$ cat src/sv/tmte_pkg.sv
package tmte_pkg;

   localparam int DIV_NUM_W = 64;
   localparam int DIV_DEN_W = 34;
   localparam int SQ_RAD_W  = 68;
   localparam int SQ_ROOT_W = 34;

   localparam logic CSR_MAX_ACCEL       = 1'b0;
   localparam logic CSR_SAMPLE_INTERVAL = 1'b1;

   localparam logic [16:0] MAX_ACCEL_RESET       = 17'd3000;
   localparam logic [15:0] SAMPLE_INTERVAL_RESET = 16'd10;

   typedef struct packed {
      logic [31:0]        line;
      logic signed [32:0] dx;
      logic signed [32:0] dy;
      logic signed [32:0] dz;
      logic [15:0]        feed;
   } item_type;

   typedef struct packed {
      logic [16:0] accel;
      logic [15:0] interval;
   } cfg_type;

   typedef struct packed {
      logic                 start;
      logic [DIV_NUM_W-1:0] num;
      logic [DIV_DEN_W-1:0] den;
   } div_req_type;

   typedef struct packed {
      logic                start;
      logic [SQ_RAD_W-1:0] rad;
   } sqrt_req_type;

   typedef struct packed {
      logic [31:0] line;
      logic [31:0] free_us;
      logic [31:0] limited_us;
      logic        sampled;
      logic        slow;
      logic        turn;
      logic        stop;
      logic [47:0] total_free;
      logic [47:0] total_limited;
      logic [47:0] total_distance;
   } rsp_type;

   function automatic logic [32:0] mag33(input logic signed [32:0] v);
      logic [32:0] r;
      r = v[32] ? 33'(-v) : 33'(v);
      return r;
   endfunction

   function automatic logic [16:0] mag18(input logic signed [17:0] v);
      logic [17:0] r;
      r = v[17] ? 18'(-v) : 18'(v);
      return r[16:0];
   endfunction

   function automatic logic [47:0] sat_add48(input logic [47:0] a, input logic [55:0] b);
      logic [56:0] s;
      s = {9'b0, a} + {1'b0, b};
      return (|s[56:48]) ? 48'hFFFF_FFFF_FFFF : s[47:0];
   endfunction

   function automatic logic [31:0] sat32(input logic [55:0] v);
      return (|v[55:32]) ? 32'hFFFF_FFFF : v[31:0];
   endfunction

endpackage

$ cat src/sv/tmte_front.sv
module tmte_front import tmte_pkg::*; (
   input  logic        clock,
   input  logic        reset,
   input  logic        req_tvalid,
   output logic        req_tready,
   input  logic [31:0] pos_x,
   input  logic [31:0] pos_y,
   input  logic [31:0] pos_z,
   input  logic [15:0] feed,
   input  logic        is_motion,
   output logic        push_valid,
   input  logic        push_ready,
   output item_type    push_item
);

   logic [31:0] last_x_ff, last_x_in;
   logic [31:0] last_y_ff, last_y_in;
   logic [31:0] last_z_ff, last_z_in;
   logic [31:0] count_ff, count_in;
   logic signed [32:0] dx, dy, dz;
   logic        accept;
   logic        small_x, small_y, small_z, zero_x, zero_y, zero_z;
   logic [1:0]  nonzero;

   always_comb begin
      dx = $signed({pos_x[31], pos_x}) - $signed({last_x_ff[31], last_x_ff});
      dy = $signed({pos_y[31], pos_y}) - $signed({last_y_ff[31], last_y_ff});
      dz = $signed({pos_z[31], pos_z}) - $signed({last_z_ff[31], last_z_ff});
      zero_x  = (dx == 33'sd0);
      zero_y  = (dy == 33'sd0);
      zero_z  = (dz == 33'sd0);
      small_x = zero_x || (dx == 33'sd1) || (dx == -33'sd1);
      small_y = zero_y || (dy == 33'sd1) || (dy == -33'sd1);
      small_z = zero_z || (dz == 33'sd1) || (dz == -33'sd1);
      nonzero = 2'({1'b0, !zero_x}) + 2'({1'b0, !zero_y}) + 2'({1'b0, !zero_z});

      req_tready = push_ready;
      accept     = req_tvalid && req_tready;
      push_valid = accept && is_motion && (feed != 16'd0)
                   && !(small_x && small_y && small_z && (nonzero <= 2'd1));
      push_item.line = count_ff;
      push_item.dx   = dx;
      push_item.dy   = dy;
      push_item.dz   = dz;
      push_item.feed = feed;

      last_x_in = last_x_ff;
      last_y_in = last_y_ff;
      last_z_in = last_z_ff;
      count_in  = count_ff;
      if (accept) begin
         count_in = count_ff + 32'd1;
         if (is_motion) begin
            last_x_in = pos_x;
            last_y_in = pos_y;
            last_z_in = pos_z;
         end
      end
   end

   always_ff @(posedge clock) begin
      if (reset) begin
         last_x_ff <= '0;
         last_y_ff <= '0;
         last_z_ff <= '0;
         count_ff  <= '0;
      end else begin
         last_x_ff <= last_x_in;
         last_y_ff <= last_y_in;
         last_z_ff <= last_z_in;
         count_ff  <= count_in;
      end
   end

endmodule

$ cat config.mk
export PLATFORM = sky130hd
export DESIGN_NAME = tmte_front
export DESIGN_NICKNAME = d
export VERILOG_FILES = /design/src/sv/tmte_pkg.sv /design/src/sv/tmte_front.sv
export SDC_FILE = /design/constraint.sdc
export NUM_CORES = 1
export LEC_CHECK = 0
export ABC_AREA = 0
export BUFFER_PORTS_ARGS = -buffer_cell sky130_fd_sc_hd__buf_2
export CAP_MARGIN = 40
export CORE_ASPECT_RATIO = 1.25
export CORE_MARGIN = 3
export CORE_UTILIZATION = 30
export DETAILED_ROUTE_END_ITERATION = 10
export GPL_ROUTABILITY_DRIVEN = 0
export HOLD_SLACK_MARGIN = 0.02
export PLACE_DENSITY_LB_ADDON = 0.2
export SYNTH_ARGS = -nofsm -noshare
export SYNTH_HDL_FRONTEND = slang
export SYNTH_SLANG_ARGS = --single-unit
$ cat constraint.sdc
create_clock -name clock -period 5.2 [get_ports clock]
set_input_delay 0.52 -clock clock [delete_from_list [all_inputs] [get_ports clock]]
set_output_delay 0.52 -clock clock [all_outputs]
set_load 0.005 [all_outputs]
==> results of run 1 <==
[worst register-to-register path: cells and delay by family, from the launching register on]
kind | cells | cell delay, ps
XOR/XNOR | 1 | 160
flip-flops | 1 | 400
AND/OR/NAND/NOR | 9 | 2100
[cell families (layout without fill, tap and decap cells)]
kind of cell | Yosys count | after routing
and+or+nand+nor | 680 | 680
other | 0 | 3
AOI/OAI and AO/OA | 436 | 436
adders and majority gates | 103 | 103
xor gates and xnor gates | 99 | 99
buffers and inverters | 223 | 574
muxes | 7 | 7
DFF | 128 | 128
[layer usage]
layer  wire length [um]  global-route usage [%]
met5                 80                       0
met4               1070                    7.50
met3               2900                    4.89
met2              18800                    32.7
met1              17300                    22.6
[area by class of cell]
type	count	area, um^2	share of cell area [%]
diodes	3	7.51	0.0501
clock buffers	19	433	2.89
clock inverters	13	139	0.927
inverters	144	541	3.61
multi-input cells	1325	8340	55.7
flip-flops and latches	128	2560	17.1
well taps	492	616	4.11
repair buffers	398	2340	15.6
[cell usage after synthesis (all sizes together), types with 31 or more instances]
library cell  instances
xor2                 56
xnor2                43
nand4                32
a21oi               195
ha                  100
o21ai                64
nand3                39
nor2                113
nand2               294
nor4                 31
clkbuf               55
inv                 144
nor3                 33
dfxtp               128
a21o                 34
[state kept, by name, summed over array words and instances (netlist names)]
name,count
count_ff,32
last_x_ff,32
last_y_ff,32
last_z_ff,32
[per-stage QoR]
step / instance area, um^2 / utilization [%] / power (mW)
after floorplan: 11700 / - / 1.78
after global placement: 14300 / 37.2 / 2.34
after detailed placement: 14300 / 37.2 / 2.35
after CTS: 14900 / 38.9 / 3.58
after global routing: 15000 / 39.1 / 3.77
final: 15000 / 39.1 / 3.53
[power groups by stage]
stage	registers (mW)	logic (mW)	clock network, mW
after global placement	1.04	1.30	0
after global routing	1.02	1.47	1.27
after CTS	1.02	1.32	1.24
after detailed placement	1.04	1.31	0
after floorplan	1.04	0.737	0
final	1.02	1.33	1.18
[path summary, 6_finish.rpt]
path | start | cells past startpoint | to
hold / removal | pos_z[0] | 3 | last_z_ff[0]
hold reg to reg | last_y_ff[11] | 2 | last_y_ff[11]
setup / recovery | last_x_ff[1] | 21 | push_valid
setup reg to reg | count_ff[3] | 10 | count_ff[31]
[timing repair]
action | in CTS | in global routing
endpoints found under the setup margin | 1 | 1
pin swaps | 15 | 5
gates resized for setup | 11 | 15
hold buffers | 0 | 0
buffers inserted | 2 | 0
==> results.cfg, run 1 <==
[placed_design]
place_inst = 2485
place_ws_ps = -416
dp_hpwl_mm = 32.6
portBuffers = 265

[power_and_ir_drop]
clockPowerShare_pct = 33.4
p_sw_mw = 1.23
peakVddDrop_v = 0.000200
p_comb_share_pct = 37.7
pwr-share-seq_pct = 28.9
swShare_pct = 35.0
powerDensity_nw_per_um2 = 236
p_leak_nw = 6.27
p_int_mw = 2.29

[synth]
ys_seq_elements = 128
synth_area_leaders = dfxtp_1 (22%), ha_1 (11%), nand2_1 (9.4%), a21oi_1 (8.3%), inv_1 (4.6%)
yosysSeqAreaShare_pct = 21.9
netlist_area_um2 = 11700
synth_compound_area_share_pct = 23.1
synthSimpleGateAreaFrac_pct = 27.9
synth_cell_type_count = 74
syn-num-nets = 1896
async_flop_share_pct = 0
synth_top_family_by_area = simple AND/OR/NAND/NOR gates
synth.avg_cell_area_um2 = 6.97
synth-edff-count = 0
ys.flop_type = dfxtp_1
yosys.area.top_type = dfxtp_1
synth_fa_ha_area_share_pct = 11.2
synth_xor_area_share_pct = 7.42
yosysTopAreaCellShare_pct = 21.9
synthCells = 1676
synthMuxAreaShare_pct = 0.632
ys_warn_count = 0

[hold_path]
hold_path_class = in -> reg

[critical_path]
crit_path_top_delay_cell = or4_1
cp-end-kind = primary output
worst_path_largest_cell_delay_ps = 480
path_class = reg -> out
critPathMaxFanout = 5
r2r_setup_slack_ps = 2400
startpoint_type = flip-flop
cp.required_ps = 4680
path_cells = inv_1, ha_1, nor2b_1, o21a_1, buf_4, o21a_1, o21a_2, a221oi_4, buf_4, a21oi_1, xor2_1, or4_1, nor4_1, buf_4, nand4b_1, ha_1, nor3_1, nand4_1, a22oi_2, a21oi_1, buf_2
worstPathArrival_ps = 4850
critPathTopFamily = simple AND/OR/NAND/NOR gates
cp_num_buf_inv = 5
crit_top_cell = buf_4

[sta]
timing.final.hold_violations = 0
setup_ws_ps = -173
finalCritPeriodShare_pct = 103
maxSlewViolCount = 0
clock_skew_ps = 5.59
tns_ps = -173
finalSetupViolCount = 1
tightest_slew_ps = 854
fmax_mhz = 186
relSlewSlack_pct = 42.6
fin_crit_ps = 5370
rsz0062_at_grt = yes
whs_ps = 330

[floorplanning]
die_h_um = 227
core_um2 = 38300
row_count = 80
die_area_um2 = 41400
io_pins = 266
start_util_pct = 30.5
die_w_um = 183

[finish]
final_net_count = 2234
final_common_cell = nand2_1
stdcell_count = 2522
fillers = 4106
layout_common_cells = nand2_1 (293), buf_2 (264), a21oi_1 (193)
drive_gt1_share_pct = 23.2
syn_to_final_growth_pct = 28.2

[routing]
wl_per_cell_um = 15.9
totalWireLength_mm = 40.2
vias = 12962
routed_via_density = 5.14
ant_nets = 0
drc = 0
firstDrtPassIters = 6
drt_iter0_drc = 818

[clock_tree]
clk_path_buf_depth = 2
cts-buffers-inserted = 17
clk_pin_slew_worst_paths_ps = 60
cts_tree = built
clk_latency_ps = 430
cts_sinks = 128
cts_root_buf = clkbuf_16
htreeDepth = 4

[grt]
grt_start_max_net_pins = 68
track_usage_pct = 19.0
grt_pass1_vias = 12541
grt_pass1_wl_mm = 64.1
grt-ovfl-total = 0
antenna_found_initial = 11

[status]
status = finished, violations left
violations = setup timing

[flow_run]
cap_violations = 0
Power figures use the tool's default switching activity.
==> run 2: changes to the inputs <==
--- a/config.mk
+++ b/config.mk
@@ -10,11 +10,11 @@
 export CAP_MARGIN = 40
 export CORE_ASPECT_RATIO = 1.25
 export CORE_MARGIN = 3
-export CORE_UTILIZATION = 30
+export CORE_UTILIZATION = 42
 export DETAILED_ROUTE_END_ITERATION = 10
 export GPL_ROUTABILITY_DRIVEN = 0
 export HOLD_SLACK_MARGIN = 0.02
-export PLACE_DENSITY_LB_ADDON = 0.2
+export PLACE_DENSITY = 0.77
 export SYNTH_ARGS = -nofsm -noshare
 export SYNTH_HDL_FRONTEND = slang
 export SYNTH_SLANG_ARGS = --single-unit
==> run 2 against run 1 <==
The flow still finishes with violations (setup timing). First-iteration DRC count is 13% higher. Critical path depth fell by 2. Critical path type unchanged. Global-route usage rose by 5.2 points. Non-clock buffer count is 39 lower.
==> results.cfg, run 2 (same netlist as run 1, synthesis figures left out) <==
[status]
status = finished, violations left
violations = setup timing

[hold_path]
worstHoldStart = pos_z[0]
hold_end = last_z_ff[0]
holdPathStages = 3
hold_path_class = in -> reg

[sta]
setup_ws_ps = -255
finalSetupViolCount = 1
tns_ps = -255
relSlewSlack_pct = 49.3
timing.final.hold_violations = 0
maxSlewViolCount = 0
clock_skew_ps = 5.46
fin_crit_ps = 5450
rsz0062_at_grt = yes
fmax_mhz = 183
tightest_slew_ps = 753
finalCritPeriodShare_pct = 105

[power_and_ir_drop]
peakVddDrop_v = 0.000202
p_leak_nw = 6.07
powerDensity_nw_per_um2 = 243

[grt]
grt-ovfl-total = 0
grt_pass1_vias = 12460
antenna_found_initial = 7
grt_pass1_wl_mm = 60.1
grt_start_max_net_pins = 77
track_usage_pct = 24.2

[routing]
totalWireLength_mm = 37.6
firstDrtPassIters = 7
ant_nets = 0
drc = 0
vias = 13230
drt_iter0_drc = 924
routed_via_density = 5.66
wl_per_cell_um = 16.1

[floorplanning]
io_pins = 266
die_area_um2 = 29900
die_h_um = 193
row_count = 67
start_util_pct = 43.2
die_w_um = 155
core_um2 = 27100

[flow_run]
cap_violations = 0

[critical_path]
path_cells = inv_1, ha_1, nor2b_1, o31ai_2, buf_4, a21oi_2, o31a_2, o21a_1, xor2_1, or4_1, or3_1, nor4_2, nand4b_1, ha_4, nor3_2, nand4_1, a22oi_2, a21oi_1, buf_2
cp.required_ps = 4680
startpoint_type = flip-flop
worstReg2RegEnd = count_ff[31]
r2r_setup_slack_ps = 2380
worst_path_largest_cell_delay_ps = 470
path_class = reg -> out
reg2reg_depth = 10
crit_path_top_delay_cell = or4_1
cp-end-kind = primary output
worstPathArrival_ps = 4930
critPathMaxFanout = 3
worstReg2RegStart = count_ff[3]

[clock_tree]
clk_latency_ps = 430
cts_sinks = 128
clk_pin_slew_worst_paths_ps = 70
cts_tree = built
clk_path_buf_depth = 2
cts_root_buf = clkbuf_16
cts-buffers-inserted = 17
htreeDepth = 4

[finish]
stdcell_area_um2 = 14500
final_common_cell = nand2_1
fillers = 2564
drive_gt1_share_pct = 21.7
syn_to_final_growth_pct = 24.1
final_net_count = 2195
layout_common_cells = nand2_1 (293), buf_2 (264), a21oi_1 (194)

[placed_design]
detailed_place.area_um2 = 13800
dp_hpwl_mm = 29.3
portBuffers = 265
## run 2: changes by cell type in the layout (fill, tap and decap cells not counted), moves of 3 or more
cell / delta
buf_4: -39
inv_6: +3
o21ai_0: +3
o21ai_1: -3
## run 2: power by group
| group | switching (mW) | leakage [nW] | total, mW | internal (mW) |
|---|---|---|---|---|
| clock network | 0.499 | 0.282 | 1.21 | 0.712 |
| registers | 0.0134 | 1.04 | 1.02 | 1.01 |
| logic | 0.738 | 4.75 | 1.29 | 0.551 |
| total | 1.25 | 6.07 | 3.52 | 2.27 |
## run 2: worst max-delay path by stage
| stage | from | endpoint | slack, ps | cells past startpoint |
|---|---|---|---|---|
| 5_1_grt | last_z_ff[10] | push_valid | -520 | 20 |
| 6_report | last_z_ff[1] | push_valid | -250 | 19 |
| 2_1_floorplan | pos_z[0] | push_valid | 320 | 18 |
| 3_3_place_gp | pos_z[0] | push_valid | -260 | 20 |
| 3_5_place_dp | pos_z[0] | push_valid | -460 | 20 |
| 4_1_cts | last_z_ff[0] | push_valid | -300 | 20 |
## run 2: repair_timing
| action | CTS | global route |
|---|---|---|
| pin swaps | 17 | 11 |
| resized for setup | 8 | 14 |
| gates cloned | 0 | 0 |
| hold buffers | 0 | 0 |
| setup endpoints to repair | 1 | 1 |
| setup buffers | 3 | 1 |
## run 2: cell type report
type                       instances  area (um^2)  share of cell area (%)
multi-input combinational       1325         8320                    57.4
sequential                       128         2570                    17.7
timing repair buffer             359         2050                    14.2
inverter                         144          541                    3.73
tap                              345          432                    2.97
clock buffer                      18          429                    2.96
clock inverter                    14          155                    1.07
antenna                            3         7.51                  0.0517
## run 2: worst max-delay path, delay by kind of cell, from the launching register on
kind / cells / cell delay, ps
and+or+nand+nor: 7 / 1750
AOI/OAI and AO/OA: 6 / 1220
adders and majority gates: 2 / 580
buffers and inverters: 3 / 400
DFF: 1 / 370
xor gates and xnor gates: 1 / 170
## run 2: through the flow
step | std cells | setup WS [ps] | util, % | power (mW) | hold WS, ps
after global placement | 2296 | -262 | 50.8 | 2.27 | 441
after CTS | 2332 | -303 | 53.3 | 3.53 | 312
final | 2336 | -255 | 53.6 | 3.52 | 336
after global routing | 2334 | -523 | 53.6 | 3.72 | 321
after detailed placement | 2297 | -456 | 50.9 | 2.29 | 446
after floorplan | 1676 | 322 | - | 1.78 | 436
## run 2: per-layer routing
layer	vias to the layer above	routed length [um]	track usage, %
li1	6479	-	-
met1	6141	15300	28.9
met2	489	17900	41.7
met3	111	2970	5.34
met4	10	1470	10.7
met5	-	68	0
