--- src/sv/tmte_pkg.sv ---
package tmte_pkg;

   localparam int DIV_NUM_W = 64;
   localparam int DIV_DEN_W = 34;
   localparam int SQ_RAD_W  = 68;
   localparam int SQ_ROOT_W = 34;

   localparam logic CSR_MAX_ACCEL       = 1'b0;
   localparam logic CSR_SAMPLE_INTERVAL = 1'b1;

   localparam logic [16:0] MAX_ACCEL_RESET       = 17'd3000;
   localparam logic [15:0] SAMPLE_INTERVAL_RESET = 16'd10;

   typedef struct packed {
      logic [31:0]        line;
      logic signed [32:0] dx;
      logic signed [32:0] dy;
      logic signed [32:0] dz;
      logic [15:0]        feed;
   } item_type;

   typedef struct packed {
      logic [16:0] accel;
      logic [15:0] interval;
   } cfg_type;

   typedef struct packed {
      logic                 start;
      logic [DIV_NUM_W-1:0] num;
      logic [DIV_DEN_W-1:0] den;
   } div_req_type;

   typedef struct packed {
      logic                start;
      logic [SQ_RAD_W-1:0] rad;
   } sqrt_req_type;

   typedef struct packed {
      logic [31:0] line;
      logic [31:0] free_us;
      logic [31:0] limited_us;
      logic        sampled;
      logic        slow;
      logic        turn;
      logic        stop;
      logic [47:0] total_free;
      logic [47:0] total_limited;
      logic [47:0] total_distance;
   } rsp_type;

   function automatic logic [32:0] mag33(input logic signed [32:0] v);
      logic [32:0] r;
      r = v[32] ? 33'(-v) : 33'(v);
      return r;
   endfunction

   function automatic logic [16:0] mag18(input logic signed [17:0] v);
      logic [17:0] r;
      r = v[17] ? 18'(-v) : 18'(v);
      return r[16:0];
   endfunction

   function automatic logic [47:0] sat_add48(input logic [47:0] a, input logic [55:0] b);
      logic [56:0] s;
      s = {9'b0, a} + {1'b0, b};
      return (|s[56:48]) ? 48'hFFFF_FFFF_FFFF : s[47:0];
   endfunction

   function automatic logic [31:0] sat32(input logic [55:0] v);
      return (|v[55:32]) ? 32'hFFFF_FFFF : v[31:0];
   endfunction

endpackage

--- src/sv/tmte_fifo.sv ---
module tmte_fifo import tmte_pkg::*; #(
   parameter int DEPTH = 4
) (
   input  logic     clock,
   input  logic     reset,
   input  logic     push_valid,
   output logic     push_ready,
   input  item_type push_item,
   output logic     pop_valid,
   input  logic     pop_ready,
   output item_type pop_item
);

   localparam int AW = $clog2(DEPTH);

   item_type       mem_ff [DEPTH];
   logic [AW-1:0]  wr_ff, wr_in;
   logic [AW-1:0]  rd_ff, rd_in;
   logic [AW:0]    count_ff, count_in;
   logic           push, pop;

   always_comb begin
      push_ready = (count_ff != (AW+1)'(DEPTH));
      pop_valid  = (count_ff != '0);
      pop_item   = mem_ff[rd_ff];
      push       = push_valid && push_ready;
      pop        = pop_valid && pop_ready;
      wr_in      = wr_ff;
      rd_in      = rd_ff;
      if (push) begin
         wr_in = (wr_ff == AW'(DEPTH-1)) ? '0 : wr_ff + 1'b1;
      end
      if (pop) begin
         rd_in = (rd_ff == AW'(DEPTH-1)) ? '0 : rd_ff + 1'b1;
      end
      count_in = count_ff + (AW+1)'(push) - (AW+1)'(pop);
   end

   always_ff @(posedge clock) begin
      if (push) begin
         mem_ff[wr_ff] <= push_item;
      end
   end

   always_ff @(posedge clock) begin
      if (reset) begin
         wr_ff    <= '0;
         rd_ff    <= '0;
         count_ff <= '0;
      end else begin
         wr_ff    <= wr_in;
         rd_ff    <= rd_in;
         count_ff <= count_in;
      end
   end

endmodule

--- config.mk ---
export PLATFORM = sky130hd
export DESIGN_NAME = tmte_fifo
export DESIGN_NICKNAME = d
export VERILOG_FILES = /design/src/sv/tmte_pkg.sv /design/src/sv/tmte_fifo.sv
export SDC_FILE = /design/constraint.sdc
export NUM_CORES = 1
export LEC_CHECK = 0
export ABC_AREA = 1
export BUFFER_PORTS_ARGS = -buffer_cell sky130_fd_sc_hd__buf_4
export CORE_MARGIN = 2
export CORE_UTILIZATION = 40
export CTS_CLUSTER_SIZE = 25
export DETAILED_ROUTE_END_ITERATION = 16
export GPL_TIMING_DRIVEN = 0
export SLEW_MARGIN = 15
export SYNTH_ARGS = -nofsm -noshare
export SYNTH_HDL_FRONTEND = slang
export SYNTH_SLANG_ARGS = --single-unit
--- constraint.sdc ---
create_clock -name clock -period 9.12 [get_ports clock]
set_clock_uncertainty 0.15 [all_clocks]
set_input_delay 0.912 -clock clock [delete_from_list [all_inputs] [get_ports clock]]
set_output_delay 0.912 -clock clock [all_outputs]
set_load 0.05 [all_outputs]
==> parameters.txt, run 1 <==
Parameter                              Value

Setup path
  Crit-path max FO ... 10
  Cell Chain, Critical Path ... buf_6 > clkbuf_1 > o21ai_0 > o22ai_1 > buf_4
  Highest cell delay on the worst timing path ... 600 ps
  Worst setup path category ... flop to output pin
  Type of origin of the critical path ... flop
  Slowest CP cell ... sky130_fd_sc_hd__dfxtp_1
  Arrival time reported for the critical path endpoint ... 2640 ps
  Worst path required time ... 8060 ps
  Crit. End Element ... output pin

Layout
  Area growth, synth to finish ... 25.99%
  Share of post-route cells with drive strength above 1 ... 30.98%
  Finished Layout Cells ... 2686
  Most frequent standard cell in the layout excluding fill and tap cells ... sky130_fd_sc_hd__edfxtp_1
  Layout Utilization ... 50.91%
  Commonest non-fill, non-tap cells in the layout ... sky130_fd_sc_hd__edfxtp_1, sky130_fd_sc_hd__buf_4, sky130_fd_sc_hd__nor2_1
  Number of nets in the layout ... 2041
  Diode insertion count for antenna repair ... 0

Hold path
  Min-Delay Path Class ... input pin to flop

Global routing
  Global-route wire length before repair ... 86280 um
  Maximum number of pins on one net before global-route repair ... 24
  Initial antenna violation count ... 2
  Number of global-route vias before repair ... 14.09k
  Aggregate global-route resource usage ... 19.35%
  Grt total ovfl ... 0

Route
  Total Routed Length ... 58080 um
  Number of DRC markers in iteration 0 ... 952
  Via count of the routed design ... 13.84k
  Remaining design rule violation count ... 0
  Via-to-Cell Ratio ... 5.152
  Number of search-and-repair iterations in the first detailed-routing pass ... 5
  Number of antenna-violating nets in the routed design ... 0
  Average wire length per cell after detail routing ... 21.62 um

STA
  Crit path setup slack, layout ... 5413 ps
  Share of the clock period used by the worst path after layout ... 40.64%
  Final Hold Violating Endpoints ... 0
  Max-slew headroom at the worst pin ... 51.54%
  Final critical path time including I/O delays and setup ... 3707 ps
  Setup repair after global routing missed its margin ... no
  Max Fclk ... 269.8 MHz
  Setup-failing EPs final ... 0
  Slew of the pin with the lowest slew margin ... 725.2 ps
  Final slew viol count ... 0

Clock tree
  Clk slew on worst S/H paths ... 60 ps
  Post-CTS Hold Buffers ... 0
  Clock latency on the worst-skew pair ... 620 ps
  Cell at the root of the clock tree ... sky130_fd_sc_hd__clkbuf_16
  CTS sink count ... 597
  CTS H-Tree Depth ... 2
  Count of cells resized by post-cts repair ... 0
  Clk buf depth ... 3
  Clock tree from TritonCTS ... done
  Clock buffers created by TritonCTS ... 61
  Post CTS Setup Buffer Count ... 0

Floorplan
  Floorplan die area ... 0.05889 mm^2
  Height of the chip ... 242.7 um
  Initial core utilization ... 40.41%
  Cell Rows ... 87
  Die outline width ... 242.7 um
  Std-Cell Core Area ... 0.05639 mm^2
  Top Ports ... 300

Placement
  DP Worst Slack ... 5836 ps
  # placed instances ... 2575
  Routability cong. ... 0.7534
  HPWL after detailed placement ... 37630 um
  Port bufs ... 299

Yosys
  Post-synthesis average cell area ... 15.30 um^2
  Post-synth cell types ... 23
  Register area share after synthesis ... 78.28%
  Cell area after technology mapping ... 0.02279 mm^2
  Gate Count Post-Synth ... 1489
  Synthesized net count ... 1648
  Yosys warnings ... 0
  Synth top area share ... 77.49%
  Synth top area cells ... sky130_fd_sc_hd__edfxtp_1, sky130_fd_sc_hd__nor2_1, sky130_fd_sc_hd__o21ai_0, sky130_fd_sc_hd__o22ai_2, sky130_fd_sc_hd__o21ai_1
  Yosys top cell by area ... sky130_fd_sc_hd__edfxtp_1
  FF+latch count, synth ... 597

Power
  Worst vdd rail ir drop ... 228.3 uV
  Power per Cell Area ... 338.2 mW/mm^2
  Standby leakage power ... 0.01001 uW

Outcome
  Run status ... complete, no violations

Run
  Count of maximum capacitance violations ... 0
==> path summary, 6_finish.rpt <==
kind                        end  cells past startpoint   startpoint  slack (ps)
setup / recovery   pop_item[55]                      5         flop        5410
hold / removal      count_ff[0]                      2        reset         310
setup reg to reg  mem_ff[0][89]                      8  count_ff[1]        6160
hold reg to reg        rd_ff[0]                      2     rd_ff[0]         400
==> sequential cells by signal, indices dropped and copies added (netlist names), named ones only <==
register / flops
count_ff: 3
mem_ff: 588
rd_ff: 2
wr_ff: 2
==> cell type report <==
cell class                      instances  area [um^2]
Fill cell                            4830        27680
Inverter                               18        70.07
Sequential cell                       597        17840
Buffer                                 96        601.8
Multi-Input combinational cell        778         4308
Timing Repair Buffer                  330         2978
Clock inverter                         41        407.9
Clock buffer                           70         1560
Tap cell                              756        945.9
==> where the power goes <==
part / internal [uW] / switching [uW]
sequential: 3340 / 75.4
clock: 1420 / 1040
combinational: 1110 / 2730
==> cells in the mapped netlist, drive strengths merged <==
| cell | n |
|---|---|
| nand2 | 12 |
| o21ai | 295 |
| o22ai | 147 |
| nand3 | 4 |
| a21boi | 2 |
| buf | 54 |
| ha | 7 |
| inv | 18 |
| clkbuf | 42 |
| a21oi | 4 |
| nor2 | 306 |
| edfxtp | 588 |
| fa | 1 |
| dfxtp | 9 |
==> cell families (layout without fill, tap and decap cells) <==
| group | Yosys count | after routing | synth area share (%) |
|---|---|---|---|
| AO/OA/AOI/OAI | 448 | 448 | 12.32 |
| adder cells (fa/ha/maj) | 8 | 8 | 0.4722 |
| buffers and inverters | 114 | 555 | 2.949 |
| flip-flops | 597 | 597 | 78.28 |
| AND/OR/NAND/NOR | 322 | 322 | 5.985 |
==> critical path: cells and delay by family (launching register included) <==
family                 cells  cell delay, ps
buffers and inverters      3            1010
flip-flops                 1             600
AO/OA/AOI/OAI              2             400
==> layer usage <==
metal	up-vias	global-route usage (%)	wire length, um
met1	6907	24.84	23380
li1	6428	-	-
met2	416	32.75	29130
met5	-	0	23
met4	4	5.088	1143
met3	82	4.998	4397
==> per-stage QoR <==
step / hold slack [ps] / total power (uW) / cell area (um^2) / setup TNS [ps]
after floorplan: 332.7 / 6030 / 22790 / 0
after global placement: 372.2 / 7351 / 25980 / -2649000
after detailed placement: 378.5 / 7361 / 26740 / 0
after CTS: 267.8 / 9823 / 28710 / 0
after global routing: 287.6 / 10120 / 28710 / 0
final: 314.8 / 9711 / 28710 / 0
Note: power is estimated with default switching activity, not from simulation.
==> run 2: changes to the inputs <==
--- a/config.mk
+++ b/config.mk
@@ -5,7 +5,7 @@
 export SDC_FILE = /design/constraint.sdc
 export NUM_CORES = 1
 export LEC_CHECK = 0
-export ABC_AREA = 1
+export ABC_AREA = 0
 export BUFFER_PORTS_ARGS = -buffer_cell sky130_fd_sc_hd__buf_4
 export CORE_MARGIN = 2
 export CORE_UTILIZATION = 40
==> constraint.sdc (replaced) <==
create_clock -name clock -period 3.7 [get_ports clock]
set_clock_uncertainty 0.15 [all_clocks]
set_input_delay 0.37 -clock clock [delete_from_list [all_inputs] [get_ports clock]]
set_output_delay 0.37 -clock clock [all_outputs]
set_load 0.05 [all_outputs]
==> run 2 against run 1 <==
Worst hold slack improved by 31 ps. Worst setup slack got worse by 5000 ps. Cell count fell by 22%. Via count fell by 25%. Global-route usage fell by 3.3 points. Design area fell by 0.41%.
==> parameters.txt, run 2 <==
Parameter                              Value

Outcome
  Run status ... complete, no violations

Route
  Total Routed Length ... 44590 um
  Average wire length per cell after detail routing ... 21.36 um
  Number of search-and-repair iterations in the first detailed-routing pass ... 4
  Number of antenna-violating nets in the routed design ... 0
  Via count of the routed design ... 10.40k
  Remaining design rule violation count ... 0
  Via-to-Cell Ratio ... 4.980
  Number of DRC markers in iteration 0 ... 544

Clock tree
  Clock buffers created by TritonCTS ... 61
  Count of cells resized by post-cts repair ... 0
  Cell at the root of the clock tree ... sky130_fd_sc_hd__clkbuf_16
  CTS sink count ... 597
  Clk slew on worst S/H paths ... 60 ps
  Clock tree from TritonCTS ... done
  Clk buf depth ... 3
  Clock latency on the worst-skew pair ... 610 ps
  CTS H-Tree Depth ... 2

STA
  Setup repair after global routing missed its margin ... no
  Share of the clock period used by the worst path after layout ... 89.05%
  Max-slew headroom at the worst pin ... 34.40%
  Slew of the pin with the lowest slew margin ... 984.0 ps
  Final critical path time including I/O delays and setup ... 3295 ps
  Max Fclk ... 303.5 MHz
  Final slew viol count ... 0
  Crit path setup slack, layout ... 405.2 ps
  Setup-failing EPs final ... 0
  Final Hold Violating Endpoints ... 0
  Worst Hold Margin ... 346.1 ps

Yosys
  Dominant synthesized flop cell ... sky130_fd_sc_hd__edfxtp_1
  Count leader, synth ... sky130_fd_sc_hd__edfxtp_1
  Cell area after technology mapping ... 0.02171 mm^2
  Yosys warnings ... 0
  FF+latch count, synth ... 597
  Synth top area share ... 81.33%
  Synth cell count leaders ... sky130_fd_sc_hd__edfxtp_1, sky130_fd_sc_hd__mux4_2, sky130_fd_sc_hd__buf_2, sky130_fd_sc_hd__buf_6, sky130_fd_sc_hd__dfxtp_1
  Post-synth cell types ... 27
  Area share of xor/xnor cells in the synthesized design ... 0.04034%
  Post-synthesis average cell area ... 26.57 um^2
  Share of synthesized registers carrying an async set or reset ... 0%
  Gate Count Post-Synth ... 817
  Largest family of logic cells by synthesized area ... multiplexers
  Number of enable flip-flop cells after synthesis ... 588
  Register area share after synthesis ... 82.16%
  Synthesized net count ... 976
  Yosys top cell by area ... sky130_fd_sc_hd__edfxtp_1
  Compound-cell area share of the yosys netlist ... 0.1383%
  Adder and majority gate portion of the synthesized area ... 0.4956%
  Share of synthesized area spent on multiplexers ... 15.34%
  Synth top area cells ... sky130_fd_sc_hd__edfxtp_1, sky130_fd_sc_hd__mux4_2, sky130_fd_sc_hd__dfxtp_1, sky130_fd_sc_hd__buf_6, sky130_fd_sc_hd__ha_1
  Basic-gate share of the synthesized area counting and, or, nand and nor cells ... 0.5014%

Global routing
  Number of global-route vias before repair ... 11.44k
  Grt total ovfl ... 0
  Global-route wire length before repair ... 67590 um
  Maximum number of pins on one net before global-route repair ... 47
  Initial antenna violation count ... 2
  Aggregate global-route resource usage ... 16.02%

Setup path
  Crit-path max FO ... 10
  Worst path required time ... 3180 ps
  Highest cell delay on the worst timing path ... 750 ps
  Cell Chain, Critical Path ... clkbuf_1 > buf_2 > mux4_2 > buf_4
  Type of origin of the critical path ... flop
  Arrival time reported for the critical path endpoint ... 2770 ps
  Crit. End Element ... output pin
  Worst setup path category ... flop to output pin
  Slowest CP cell ... sky130_fd_sc_hd__clkbuf_1

Layout
  Most frequent standard cell in the layout excluding fill and tap cells ... sky130_fd_sc_hd__edfxtp_1
  Commonest non-fill, non-tap cells in the layout ... sky130_fd_sc_hd__edfxtp_1, sky130_fd_sc_hd__buf_4, sky130_fd_sc_hd__dlygate4sd3_1
  Multi-input gate area ... 0.003601 mm^2
  Biggest registers after layout ... mem_ff: 588 flops, count_ff: 3 flops
  Footprint of the flip-flops and latches ... 0.01784 mm^2
  Area growth, synth to finish ... 31.69%
  Number of nets in the layout ... 1499
  Flip-flop count of the largest register after layout ... 588
  Register with the highest flop count ... mem_ff
  Fill cell total of the finished layout ... 4153
  Share of post-route cells with drive strength above 1 ... 42.03%
  Diode insertion count for antenna repair ... 0

Floorplan
  Top Ports ... 300
  Cell Rows ... 85
  Height of the chip ... 237.0 um
  Die outline width ... 237.0 um
  Floorplan die area ... 0.05615 mm^2
  Initial core utilization ... 40.42%
  Std-Cell Core Area ... 0.05371 mm^2

Placement
  Routability cong. ... 0.6921
  Port bufs ... 298
  HPWL after detailed placement ... 27380 um
  DP Worst Slack ... 994.7 ps

Power
  Worst vdd rail ir drop ... 468.1 uV
  Power per Cell Area ... 742.5 mW/mm^2
  Standby leakage power ... 0.009720 uW

Run
  Count of maximum capacitance violations ... 0

Hold path
  Min-Delay Path Class ... input pin to flop
## run 2: kinds of logic after synthesis
family	count (synthesis)
xor gates and xnor gates	1
buffers and inverters	40
and+or+nand+nor	18
AOI/OAI and AO/OA	4
DFF	597
adders and majority gates	8
muxes	149
## run 2: layout make-up
cell class                      count  share of cell area, %
Clock buffer                       73                  5.497
Multi-Input combinational cell    180                  12.60
Clock inverter                     42                  1.291
Inverter                            5                0.06565
Timing Repair Buffer              460                  14.18
Sequential cell                   597                  62.39
Tap cell                          696                  3.046
Buffer                             35                 0.9365
## run 2: worst paths after layout
| kind | startpoint | to | slack, ps | cells after the start |
|---|---|---|---|---|
| setup / recovery | flop | pop_item[9] | 410 | 4 |
| hold / removal | push_item[66] | mem_ff[2][66] | 350 | 2 |
| setup reg to reg | count_ff[1] | count_ff[2] | 970 | 11 |
| hold reg to reg | rd_ff[0] | flop | 360 | 2 |
## run 2: worst max-delay path, delay by kind of cell (launching register included)
family,cells,cell delay (ps)
buf+inv,3,1410
mux,1,370
flops,1,370
## run 2: repair_timing
action / 4_1_cts / 5_1_grt
hold endpoints to repair: 596 / 0
setup buffers: 0 / 0
hold buffers: 150 / 0
## run 2: through the flow
step	instances	area (um^2)	setup TNS (ps)	utilization (%)	total power (uW)
after detailed placement	1823	25150	0	46.82	15460
after CTS	2088	28590	0	53.23	21570
final	2088	28590	0	53.23	21230
after global routing	2088	28590	0	53.23	22070
after global placement	1811	24820	-612420	46.21	15390
after floorplan	817	21710	0	-	13290
## run 2: per-layer routing
| layer | track usage (%) | up-vias | share of wire, % |
|---|---|---|---|
| met2 | 26.94 | 256 | 51 |
| li1 | - | 4597 | - |
| met5 | 0 | - | 0.047 |
| met3 | 3.964 | 67 | 6.3 |
| met4 | 5.006 | 4 | 2.1 |
| met1 | 20.63 | 5475 | 41 |
## run 2: power breakdown
group	total [uW]	internal, uW	switching [uW]
Combinational	6890	2450	4440
Sequential	8440	8280	156
Clock	5900	3390	2510
Total	21200	14100	7100
==> run 3: changes to the inputs <==
--- a/config.mk
+++ b/config.mk
@@ -7,11 +7,11 @@
 export LEC_CHECK = 0
 export ABC_AREA = 0
 export BUFFER_PORTS_ARGS = -buffer_cell sky130_fd_sc_hd__buf_4
-export CORE_MARGIN = 2
 export CORE_UTILIZATION = 40
 export CTS_CLUSTER_SIZE = 25
 export DETAILED_ROUTE_END_ITERATION = 16
 export GPL_TIMING_DRIVEN = 0
+export PLACE_DENSITY = 0.57
 export SLEW_MARGIN = 15
 export SYNTH_ARGS = -nofsm -noshare
 export SYNTH_HDL_FRONTEND = slang
==> run 3 against run 2 <==
Total power decreased by 0.28%. Fmax increased by 4.0%. Largest cell class unchanged. Cell count unchanged. Wire length decreased by 0.67%. Worst setup slack improved by 130 ps. First-iteration DRC count decreased by 8.5%. Sequential share of layout area about the same. Critical path type unchanged. Via count decreased by 1.3%. Clock-buffer cell count increased by 5. Clock power decreased by 0.8%. Register-to-register slack improved by 70 ps. Flip-flop and latch count unchanged.
==> parameters.txt, run 3 (synthesis results as in run 2) <==
Parameter                              Value

Layout
  Share of post-route cells with drive strength above 1 ... 41.74%
  Layout Utilization ... 53.23%
  Fill cell total of the finished layout ... 4183
  Biggest registers after layout ... mem_ff: 588 flops, count_ff: 3 flops
  Area growth, synth to finish ... 31.70%
  Most frequent standard cell in the layout excluding fill and tap cells ... sky130_fd_sc_hd__edfxtp_1
  Register with the highest flop count ... mem_ff
  Flip-flop count of the largest register after layout ... 588
  Number of nets in the layout ... 1500
  Commonest non-fill, non-tap cells in the layout ... sky130_fd_sc_hd__edfxtp_1, sky130_fd_sc_hd__buf_4, sky130_fd_sc_hd__dlygate4sd3_1

Clock tree
  Clock latency on the worst-skew pair ... 600 ps
  Post-CTS Hold Buffers ... 150
  Clock buffers created by TritonCTS ... 61
  CTS H-Tree Depth ... 2
  Cell at the root of the clock tree ... sky130_fd_sc_hd__clkbuf_16
  Count of cells resized by post-cts repair ... 0
  Clk buf depth ... 3
  Clock tree from TritonCTS ... done
  Clk slew on worst S/H paths ... 60 ps
  CTS sink count ... 597
  Post CTS Setup Buffer Count ... 0

STA
  Slew of the pin with the lowest slew margin ... 865.8 ps
  Share of the clock period used by the worst path after layout ... 85.65%
  Setup-failing EPs final ... 0
  Final critical path time including I/O delays and setup ... 3169 ps
  Final Hold Violating Endpoints ... 0
  Setup repair after global routing missed its margin ... no
  Final slew viol count ... 0
  Max Fclk ... 315.6 MHz
  Sum of negative setup slack ... 0 ps
  Max-slew headroom at the worst pin ... 42.28%

Power
  Part of the total power dissipated in sequential elements ... 39.9%
  Relative contribution of the clock network to total power ... 27.6%
  Fraction of power consumed by combinational cells ... 32.5%
  Standby leakage power ... 0.009703 uW
  Worst vdd rail ir drop ... 493.7 uV
  Switching power summed over all nets ... 6997 uW
  Power Total ... 21170 uW
  Power per Cell Area ... 740.4 mW/mm^2
  Internal power ... 14170 uW
  Switching share of total power ... 33.05%

Floorplan
  Std-Cell Core Area ... 0.05371 mm^2
  Die outline width ... 235.0 um
  Initial core utilization ... 40.42%
  Floorplan die area ... 0.05521 mm^2
  Top Ports ... 300
  Height of the chip ... 235.0 um
  Cell Rows ... 85

Route
  Total Routed Length ... 44300 um
  Number of DRC markers in iteration 0 ... 498
  Via count of the routed design ... 10.27k
  Number of search-and-repair iterations in the first detailed-routing pass ... 5
  Remaining design rule violation count ... 0
  Average wire length per cell after detail routing ... 21.21 um
  Via-to-Cell Ratio ... 4.918
  Number of antenna-violating nets in the routed design ... 0

Global routing
  Number of global-route vias before repair ... 11.11k
  Busiest metal layer after global routing ... met2
  Fraction of met2 tracks used by global routing ... 26.36%
  GRT met1 Usage ... 21.04%
  Initial antenna violation count ... 5
  Grt total ovfl ... 0
  Maximum number of pins on one net before global-route repair ... 45
  Global-route wire length before repair ... 67410 um
  Global routing met3 resource utilization ... 5.099%
  Aggregate global-route resource usage ... 16.14%

Outcome
  Run status ... complete, no violations

Placement
  HPWL after detailed placement ... 26880 um
  Routability cong. ... 0.6896
  Port bufs ... 298

Setup path
  Crit. End Element ... output pin
  Arrival time reported for the critical path endpoint ... 2650 ps
  Worst setup path category ... flop to output pin
  Type of origin of the critical path ... flop
  Worst path required time ... 3180 ps
  Crit-path max FO ... 10

Hold path
  Min-Delay Path Class ... flop to flop

Run
  Count of maximum capacitance violations ... 0
[run 3: power groups by stage]
| stage | combinational [uW] | sequential [uW] | clock, uW |
|---|---|---|---|
| CTS | 7020 | 8440 | 6030 |
| detailed placement | 6870 | 8590 | 0 |
| global route | 7220 | 8500 | 6290 |
| finish | 6880 | 8440 | 5850 |
| floorplan | 4710 | 8580 | 0 |
| global placement | 6720 | 8670 | 0 |
[run 3: layer usage]
metal | share of wire (%) | wire [um] | up-vias
met5 | 0.029 | 13 | -
li1 | - | - | 4600
met4 | 1.8 | 783 | 2
met2 | 49 | 21800 | 262
met3 | 7.2 | 3209 | 61
met1 | 42 | 18490 | 5343
[run 3: through the flow]
stage / setup slack, ps / cell area, um^2 / cells / hold slack, ps
global placement: -1048 / 24820 / 1811 / 334.9
detailed placement: 1022 / 25170 / 1824 / 342.3
finish: 531.0 / 28590 / 2088 / 352.6
global route: 316.7 / 28590 / 2087 / 324.7
floorplan: 383.3 / 21710 / 817 / 313.4
CTS: 337.7 / 28580 / 2083 / 305.6
[run 3: final timing paths]
check,endpoint,cells after the start,slack (ps),startpoint
max,pop_item[72],4,530,flop
min,rd_ff[0],2,350,rd_ff[0]
max reg2reg,count_ff[2],11,1040,count_ff[1]
min reg2reg,rd_ff[0],2,350,rd_ff[0]
[run 3: final cells by class]
class	count	area (um^2)	share of cell area (%)
Clock inverter	31	276.5	0.9671
Antenna cell	5	12.51	0.04376
Tap cell	696	870.8	3.046
Timing Repair Buffer	461	4074	14.25
Multi-Input combinational cell	180	3601	12.59
Buffer	35	267.8	0.9365
Sequential cell	597	17840	62.39
Inverter	5	18.77	0.06564
Clock buffer	78	1633	5.711
[run 3: critical path, cell delays in order (launching register included)]
cell and delay, ps:
sky130_fd_sc_hd__dfxtp_1 350, sky130_fd_sc_hd__clkbuf_1 660, sky130_fd_sc_hd__buf_2 450, sky130_fd_sc_hd__mux4_2 360, sky130_fd_sc_hd__buf_4 210
